**config.mk**
```make
export PLATFORM = sky130hd
export DESIGN_NAME = pidfd_mul
export DESIGN_NICKNAME = d
export VERILOG_FILES = /design/src/hdl/pidfd_pkg.sv /design/src/hdl/pidfd_mul.sv
export SDC_FILE = /design/constraint.sdc
export NUM_CORES = 2
export LEC_CHECK = 0
export ABC_AREA = 1
export BUFFER_PORTS_ARGS = -buffer_cell sky130_fd_sc_hd__buf_4
export CORE_MARGIN = 2
export CORE_UTILIZATION = 70
export CTS_CLUSTER_DIAMETER = 120
export DETAILED_ROUTE_END_ITERATION = 7
export PLACE_DENSITY = 0.88
export SLEW_MARGIN = 20
export SYNTH_ARGS = -nofsm -noshare
export SYNTH_HDL_FRONTEND = slang
export SYNTH_SLANG_ARGS = --single-unit
```
**constraint.sdc**
```tcl
create_clock -name clk -period 13.82 [get_ports clk]
set_clock_uncertainty 0.1 [all_clocks]
set_input_delay 2.764 -clock clk [delete_from_list [all_inputs] [get_ports clk]]
set_output_delay 2.764 -clock clk [all_outputs]
set_load 0.03 [all_outputs]
```
**src/hdl/pidfd_pkg.sv**
```systemverilog
package pidfd_pkg;

  localparam int DATA_WIDTH = 32;
  localparam int SAT_W = (DATA_WIDTH > 32) ? 32 : ((DATA_WIDTH < 16) ? 16 : DATA_WIDTH);

  localparam int ACC_W  = 50;
  localparam int MUL_W  = 33;
  localparam int PROD_W = 2 * MUL_W;
  localparam int DVD_W  = 57;
  localparam int DVS_W  = 33;
  localparam int CNT_W  = $clog2(DVD_W);
  localparam int ADDR_W = 5;
  localparam int RAW_W  = DVD_W + 1;

  localparam logic signed [ACC_W-1:0] SAT_HI = ACC_W'((64'sd1 <<< (SAT_W - 1)) - 64'sd1);
  localparam logic signed [ACC_W-1:0] SAT_LO = -SAT_HI - ACC_W'(1);
  localparam logic signed [RAW_W-1:0] RAW_HI = RAW_W'((64'sd1 <<< (SAT_W - 1)) - 64'sd1);
  localparam logic signed [RAW_W-1:0] RAW_LO = -RAW_HI - RAW_W'(1);

  typedef enum logic [2:0] {
    REG_KP    = 3'd0,
    REG_KI    = 3'd1,
    REG_KD    = 3'd2,
    REG_LIMIT = 3'd3,
    REG_TAU   = 3'd4,
    REG_PI    = 3'd5
  } reg_idx_t;

  typedef enum logic [3:0] {
    ST_IDLE,
    ST_MUL_P,
    ST_MUL_I,
    ST_I_HI,
    ST_I_LO,
    ST_I_ACC,
    ST_DIV_RAW,
    ST_DIV_ALPHA,
    ST_F_MUL,
    ST_F_ADD,
    ST_D_MUL,
    ST_D_ACC,
    ST_SUM
  } state_t;

  typedef struct packed {
    logic             start;
    logic [DVD_W-1:0] dividend;
    logic [DVS_W-1:0] divisor;
  } div_req_t;

  typedef struct packed {
    logic             done;
    logic [DVD_W-1:0] quotient;
  } div_rsp_t;

  function automatic logic [31:0] mag32(input logic signed [31:0] v);
    return v[31] ? 32'(-v) : 32'(v);
  endfunction

  function automatic logic signed [ACC_W-1:0] apply_sign(input logic [ACC_W-2:0] m,
                                                         input logic neg);
    logic signed [ACC_W-1:0] s;
    s = $signed({1'b0, m});
    return neg ? -s : s;
  endfunction

  function automatic logic signed [31:0] sat_acc(input logic signed [ACC_W-1:0] v);
    logic signed [ACC_W-1:0] c;
    c = (v > SAT_HI) ? SAT_HI : ((v < SAT_LO) ? SAT_LO : v);
    return c[31:0];
  endfunction

endpackage

```
**src/hdl/pidfd_mul.sv**
```systemverilog
module pidfd_mul (
  input  logic                          clk,
  input  logic [pidfd_pkg::MUL_W-1:0]   a,
  input  logic [pidfd_pkg::MUL_W-1:0]   b,
  output logic [pidfd_pkg::PROD_W-1:0]  prod
);

  always_ff @(posedge clk) begin
    prod <= a * b;
  end

endmodule

```
==> results.md <==
- Crit path launch type: input port
- Die ar.: 58810 um2
- Layout area overhead: 3.089%
- IO Pins: 133
- Syn Area/Cell: between 7 and 8 um2
- Residual DRC: 0
- Cell taking the most area after synthesis: fa_1
- Arr. time, crit path: 9.48 ns
- Max Fclk: 107.2 MHz
- Hold Path Class: in -> reg
- PostCTS Resize Cnt: 0
- Nets: 6575
- Register area share after synthesis: 3.318%
- WL per Instance: 17.28 um
- Die Ht: between 200 and 250 um
- Routing usage on met2: between 60% and 70%
- Met1 capacity usage during global routing: around 48%
- Clock Tree Root: clkbuf_16
- Fraction of layout instances using a drive strength above 1: 3.629%
- Count leader, synth: inv_1
- WS Path Type: in -> reg
- Synth Warn #: 0
- Critical path's largest stage delay: 0.60 ns
- Hold Fails Final Rpt: 0
- Final Wtd Congestion: approximately 1.0
- Antenna violations before repair: 4
- Core Footprint: 56280 um2
- Post-synth top flop: dfxtp_1
- Largest net degree at the start of global routing: 34
- DP Worst Slack: about 4.2 ns
- Total of max-cap violations: 0
- Period utilization: between 60% and 70%
- GR peak layer: met2
- Count of input and output buffers: around 130
- Hold_ws: about 2.8 ns
- Final WL: 104500 um
- Yosys cell types: 29
- Post-DP HPWL: 87740 um
- Synth Register Bits: 66
- Setup ws final: 4.487 ns
- Reg clk slew, reported paths: 0.06 ns
- Post-synth top cells: inv_1 (1892), nand2_1 (1652), fa_1 (958), ha_1 (265), clkbuf_1 (264)
- TritonCTS Sinks: 66
- Syn_nets: 6696
- CP required: approximately 14 ns
- CTS tree: done
- Post-CTS Hold Buffers: 0
- Kind of end point of the critical path: flop
- Gr usage total: 37.49%
- Minimum clock period: 9.333 ns
- Slew headroom: 63.99%
- Starting Density: 70.75%
- H-tree levels: 3
- Post-synth ARST share: 0%
- Top-area cell type share of the netlist area: between 40 and 50%
- RSZ-0062 raised after global routing: false
- Setup Buffers After CTS: 0
- Post-synthesis cell area: about 40000 um2
- Hold path cells: 3
- EDFF count, synth: 0
- Pre-antenna DRT Iters: 7
- Slew at the pin closest to its max-slew limit: 0.5363 ns
- Met3 usage in global routing: roughly 7.0%
- Core Rows: 87
- Number of vias in the routed layout: 32270
- Top Registers: prod (66)
- Fill cells: 4181
- First-pass GRT wire length: about 180000 um
- CP Max Fanout: 33
- Multi-input gate area: 30370 um2
- Mapped Cells: between 5000 and 6000
- Critical Path Most Common Cell: fa_1
- Antenna Violating Nets Remaining: 0
- Top reg by flops: prod
- Iter 0 DRT Violations: 3012
- Max reg flops: 66
- Setup_tns: 0 ns
- Final setup vio count: 0
- CTS Buffer Depth: 2
- Slew Viols, Final: 0
- DR vias/cell: 5.336
- Cts bufs inserted: 9
- Status: finished, final reports clean
- Sequential Area: 1321 um2
- GRT overflow: 0
- Vias in the first global route: between 30000 and 40000
- Ranking of synthesized cells by area: fa_1 (48%), inv_1 (18%), nand2_1 (16%)
- Slowest cell on crit path: fa_1
- Die width: 242.5 um
path summary, 6_finish.rpt:
| path | start | end | slack [ns] |
|---|---|---|---|
| hold / removal | b[0] | prod[0] | 2.76 |
| setup / recovery | a[10] | prod[32] | 4.49 |
final cells by class:
type	instances	share of cell area [%]
multi-input cells	3174	73.98
flip-flops and latches	66	3.219
well taps	756	2.304
clock buffers	10	0.5822
repair buffers	132	2.414
inverters	1902	17.39
diodes	2	0.01219
clock inverters	6	0.09754
cells in the final DEF, fill, tap and decap left out, types with 9 or more instances in the layout:
cell       instances
inv_1           1892
nand2_1         1652
fa_1             958
ha_1             265
buf_4            132
nor2_1            96
dfxtp_1           66
nand3_1           51
a21oi_1           42
xor2_1            31
nor2_2            13
nand4_1           13
inv_2             10
nor3_1            10
clkbuf_16          9
metrics by stage:
step | instance area [um2] | cells | utilization, %
2_1_floorplan | 39820 | 5406 | -
3_3_place_gp | 40760 | 6030 | 72.43
3_5_place_dp | 40760 | 6030 | 72.43
4_1_cts | 41040 | 6046 | 72.93
5_1_grt | 41050 | 6047 | 72.93
6_report | 41050 | 6048 | 72.94
kinds of logic after synthesis:
kind of cell    after synthesis  share of synthesized area, %
compound gates               57                        0.8044
flops                        66                         3.318
simple gates               1858                         18.18
buf+inv                    2166                         20.42
xor+xnor                     36                        0.7918
fa+ha+maj                  1223                         56.49
critical path: cells and delay by family:
kind                     cells  cell delay (ns)
AND/OR/NAND/NOR              5             0.94
XOR/XNOR                     1             0.25
buffers and inverters        9             0.76
AO/OA/AOI/OAI                1             0.10
adder cells (fa/ha/maj)      9             4.61
layer usage:
metal	wire, um	vias up	share of wire, %
met5	27	-	0.026
met4	4724	4	4.5
met3	11380	399	11
met2	50660	1930	48
met1	37730	15670	36
li1	-	14270	-
Power is left out: the tool's default activity adds up to more than one toggle a clock period on the data nets, which glitch-free logic cannot reach.
