--- config.mk ---
export PLATFORM = sky130hd
export DESIGN_NAME = pidfd_div
export DESIGN_NICKNAME = d
export VERILOG_FILES = /design/src/hdl/pidfd_pkg.sv /design/src/hdl/pidfd_div.sv
export SDC_FILE = /design/constraint.sdc
export NUM_CORES = 1
export LEC_CHECK = 0
export ABC_AREA = 1
export ABC_CLOCK_PERIOD_IN_PS = 4400
export BUFFER_PORTS_ARGS = -buffer_cell sky130_fd_sc_hd__buf_4
export CORE_UTILIZATION = 61
export CTS_CLUSTER_SIZE = 30
export DETAILED_ROUTE_END_ITERATION = 6
export PLACE_DENSITY = 0.87
export SETUP_SLACK_MARGIN = 0.15
export SYNTH_ARGS = -nofsm -noshare
export SYNTH_HDL_FRONTEND = slang
export SYNTH_SLANG_ARGS = --single-unit
--- constraint.sdc ---
create_clock -name clk -period 4.4 [get_ports clk]
set_clock_uncertainty 0.2 [all_clocks]
set_input_delay 0.22 -clock clk [delete_from_list [all_inputs] [get_ports clk]]
set_output_delay 0.22 -clock clk [all_outputs]
set_load 0.02 [all_outputs]
--- src/hdl/pidfd_pkg.sv ---
package pidfd_pkg;

  localparam int DATA_WIDTH = 32;
  localparam int SAT_W = (DATA_WIDTH > 32) ? 32 : ((DATA_WIDTH < 16) ? 16 : DATA_WIDTH);

  localparam int ACC_W  = 50;
  localparam int MUL_W  = 33;
  localparam int PROD_W = 2 * MUL_W;
  localparam int DVD_W  = 57;
  localparam int DVS_W  = 33;
  localparam int CNT_W  = $clog2(DVD_W);
  localparam int ADDR_W = 5;
  localparam int RAW_W  = DVD_W + 1;

  localparam logic signed [ACC_W-1:0] SAT_HI = ACC_W'((64'sd1 <<< (SAT_W - 1)) - 64'sd1);
  localparam logic signed [ACC_W-1:0] SAT_LO = -SAT_HI - ACC_W'(1);
  localparam logic signed [RAW_W-1:0] RAW_HI = RAW_W'((64'sd1 <<< (SAT_W - 1)) - 64'sd1);
  localparam logic signed [RAW_W-1:0] RAW_LO = -RAW_HI - RAW_W'(1);

  typedef enum logic [2:0] {
    REG_KP    = 3'd0,
    REG_KI    = 3'd1,
    REG_KD    = 3'd2,
    REG_LIMIT = 3'd3,
    REG_TAU   = 3'd4,
    REG_PI    = 3'd5
  } reg_idx_t;

  typedef enum logic [3:0] {
    ST_IDLE,
    ST_MUL_P,
    ST_MUL_I,
    ST_I_HI,
    ST_I_LO,
    ST_I_ACC,
    ST_DIV_RAW,
    ST_DIV_ALPHA,
    ST_F_MUL,
    ST_F_ADD,
    ST_D_MUL,
    ST_D_ACC,
    ST_SUM
  } state_t;

  typedef struct packed {
    logic             start;
    logic [DVD_W-1:0] dividend;
    logic [DVS_W-1:0] divisor;
  } div_req_t;

  typedef struct packed {
    logic             done;
    logic [DVD_W-1:0] quotient;
  } div_rsp_t;

  function automatic logic [31:0] mag32(input logic signed [31:0] v);
    return v[31] ? 32'(-v) : 32'(v);
  endfunction

  function automatic logic signed [ACC_W-1:0] apply_sign(input logic [ACC_W-2:0] m,
                                                         input logic neg);
    logic signed [ACC_W-1:0] s;
    s = $signed({1'b0, m});
    return neg ? -s : s;
  endfunction

  function automatic logic signed [31:0] sat_acc(input logic signed [ACC_W-1:0] v);
    logic signed [ACC_W-1:0] c;
    c = (v > SAT_HI) ? SAT_HI : ((v < SAT_LO) ? SAT_LO : v);
    return c[31:0];
  endfunction

endpackage

--- src/hdl/pidfd_div.sv ---
module pidfd_div (
  input  logic                clk,
  input  logic                rst,
  input  pidfd_pkg::div_req_t req,
  output pidfd_pkg::div_rsp_t rsp
);

  logic                          busy;
  logic                          done;
  logic [pidfd_pkg::CNT_W-1:0]   cnt;
  logic [pidfd_pkg::DVS_W-1:0]   rem;
  logic [pidfd_pkg::DVS_W-1:0]   dvs;
  logic [pidfd_pkg::DVD_W-1:0]   dq;
  logic [pidfd_pkg::DVS_W:0]     rem_sh;
  logic [pidfd_pkg::DVS_W:0]     trial;
  logic                          ge;

  // One quotient bit per cycle; dq shifts the dividend out and the quotient in.
  always_comb begin
    rem_sh = {rem, dq[pidfd_pkg::DVD_W-1]};
    trial  = rem_sh - {1'b0, dvs};
    ge     = rem_sh >= {1'b0, dvs};
  end

  always_ff @(posedge clk) begin
    if (rst) begin
      busy <= 1'b0;
      done <= 1'b0;
      cnt  <= '0;
    end else begin
      done <= 1'b0;
      if (req.start) begin
        busy <= 1'b1;
        cnt  <= '0;
      end else if (busy) begin
        cnt <= cnt + 1'b1;
        if (cnt == pidfd_pkg::CNT_W'(pidfd_pkg::DVD_W - 1)) begin
          busy <= 1'b0;
          done <= 1'b1;
        end
      end
    end
  end

  always_ff @(posedge clk) begin
    if (req.start) begin
      rem <= '0;
      dq  <= req.dividend;
      dvs <= req.divisor;
    end else if (busy) begin
      rem <= ge ? trial[pidfd_pkg::DVS_W-1:0] : rem_sh[pidfd_pkg::DVS_W-1:0];
      dq  <= {dq[pidfd_pkg::DVD_W-2:0], ge};
    end
  end

  assign rsp.done     = done;
  assign rsp.quotient = dq;

endmodule

==> flow_summary.ini <==
[status]
status = finished, final reports clean

[layout]
seqCellArea_um2 = 3520
fillCellCount = 665
drive_above_1_share = 0.145
nNetsFinal = 1520
antenna_cells = 0
syn2layout_area_growth_pct = 33.7
multi_input_area_um2 = 3640

[logic_synthesis]
synthCells = 1155
ys_top_cells_by_area = edfxtp_1, nand2_1, dfxtp_1
synth_edf_count = 90
netlist.area_leader.share = 0.334
netlist_top_cells_count = nand2_1, inv_1, edfxtp_1
synth_nets = 1284
synth-main-ff-cell = edfxtp_1
async_flop_share = 0
synth_cell_types = 36
synth.most_common_cell = nand2_1
synth-seq-cells = 131
synth_area_per_cell_um2 = 7.00
synth_largest_area_cell = edfxtp_1
ys_seq_area_frac = 0.436
ys_warn_count = 0
synth_area_um2 = 8080

[pwr]
p_comb_frac = 0.171
internal-power_mw = 2.52
power_frac_seq = 0.422
p_sw_mw = 0.991
netSwitchingFraction = 0.283
power_mw = 3.51
ir_worst_vdd_mv = 0.439
power.leakage_nw = 5.74
clockPowerShare = 0.407
p_per_area_nw_per_um2 = 324

[clock_tree]
clock_latency_ns = 0.44
cts_tree = done
cts.htree.levels = 4
holdBufCountCts = 91
cts.sinks = 131
clk_pin_slew_ns = 0.06
cts_resized = 0
cts_buffer_depth = 2
cts_buffers = 17
post_cts_buffers = 0
cts-root-buf = clkbuf_16

[global_route]
first_global_vias = 8766
grt_pass1_wl_um = 45000
track_usage = 0.444
grt_overflow = 0
grt_max_degree = 71
antenna_found_initial = 0

[sta]
post-route-period-util = 0.767
tightest_slew_ns = 1.06
period_needed_ns = 3.37
setup_violations = 0
finalHoldViolCount = 0
clock.fmax_mhz = 296
fin_setup_tns_ns = 0
finalMaxSlewViolations = 0
rsz0062_at_grt = no
maxSlewHeadroom = 0.291

[critical_path]
crit_path_end_kind = register
critPathKind = reg2reg
cp_max_fo = 35
critical_path_arrival_ns = 3.54
crit_start = dq[56]
rr_startpoint = dq[56]
critPathRequiredTime_ns = 4.57
cp-start-kind = register

[min_path]
worstHoldStart = req[90]
hold_path_class = in2reg

[detailed_routing]
first_pass_iters = 6
wl_per_cell_um = 18.4
first_iter_violations = 1143
drc = 0
wirelength_um = 28900
antenna_left = 0
post_drt_via_cell_ratio = 5.66
vias = 8916

[die]
die_w_um = 117
coreArea_um2 = 12800
die_h_um = 117
dieArea_um2 = 13700
rows = 41
io_pins = 151
initial_core_util = 0.633

[placed_design]
io_buffers = 150
gp_congestion = 0.954
dp_hpwl_um = 14700

[flow_run]
cap_viol_max_count = 0
[critical path: stages, from the launching register on]
cell and delay (ns):
edfxtp_1 0.43, inv_1 0.14, ha_1 0.20, inv_1 0.10, fa_1 0.43, nand2_1 0.10, nand2_2 0.08, nand3_2 0.07
nand2_2 0.07, nand2_1 0.07, nand2_2 0.07, nand2_2 0.08, nand2_2 0.07, nand2_4 0.37, nand2_4 0.35, nand2_1 0.21
nand3_1 0.13, nand2_1 0.12
[sequential cells by signal (all words and copies together), names as in the netlist]
name	count
dq	57
dvs	33
rem	33
cnt	6
busy	1
done	1
[cells in the final DEF, fill, tap and decap left out, types with 2 or more instances in the layout]
master         synthesis  layout
nand2_1              531     531
inv_1                203     202
buf_4                  2     155
dlygate4sd3_1          0      91
edfxtp_1              90      90
nand3_1               85      85
nor2_1                51      49
dfxtp_1               41      41
ha_1                  35      35
a21oi_1               22      22
clkbuf_16              0      17
xnor2_1               14      14
nor3_1                 9       9
and2_1                 6       6
nand3b_1               6       6
nand2_2                5       5
clkinvlp_4             0       4
nand4_1                3       3
o21ai_0                3       3
inv_2                  2       3
clkinv_1               2       3
nor2_2                 1       3
clkinv_2               0       3
a211oi_1               2       2
nand3_2                2       2
nand2_4                2       2
a31oi_1                2       2
clkinv_4               0       2
bufinv_16              0       2
[path summary, 6_finish.rpt]
path	endpoint	slack (ns)	cells after the start
worst min-delay path	dvs[16]	0.03	1
worst min register to register	cnt[4]	0.27	1
worst max-delay path	rem[25]	1.03	17
worst max register to register	rem[25]	1.03	17
[metal layers]
metal	up-vias	share of wire	GRT usage	routed length [µm]
met3	207	0.11	0.123	3320
li1	4016	-	-	-
met4	0	0.072	0.315	2080
met1	3945	0.34	0.495	9970
met2	748	0.47	0.738	13600
met5	-	0	0	0
[stage by stage]
step	instance area [µm²]	utilization	cells	hold slack, ns	worst slack, ns
floorplan	8080	-	1155	0.0985	1.87
global placement	9320	0.730	1453	0.197	1.58
detailed placement	9320	0.730	1453	0.199	1.50
CTS	10800	0.846	1576	0.0310	1.41
global route	10800	0.846	1576	0.0350	0.903
finish	10800	0.846	1576	0.0329	1.03
[logic make-up (layout without fill, tap and decap cells)]
family	Yosys count	count (layout)	share of synthesized area
and+or+nand+nor	706	706	0.355
buffers and inverters	236	485	0.114
DFF	131	131	0.436
adders and majority gates	36	36	0.0567
AOI/OAI and AO/OA	31	31	0.0218
xor gates and xnor gates	15	15	0.0163
[cell type report]
type	instances	area share
clock buffers	19	0.0410
flip-flops and latches	131	0.326
multi-input cells	788	0.337
repair buffers	246	0.192
inverters	207	0.0719
clock inverters	13	0.0125
well taps	172	0.0199
[power groups by stage]
| stage | registers, mW | logic (mW) | clock network (mW) |
|---|---|---|---|
| 6_report | 1.48 | 0.600 | 1.43 |
| 5_1_grt | 1.48 | 0.633 | 1.46 |
| 4_1_cts | 1.46 | 0.551 | 1.41 |
| 3_5_place_dp | 1.49 | 0.480 | 0 |
| 3_3_place_gp | 1.49 | 0.471 | 0 |
| 2_1_floorplan | 1.55 | 0.199 | 0 |
Note: power is estimated with default switching activity, not from simulation.
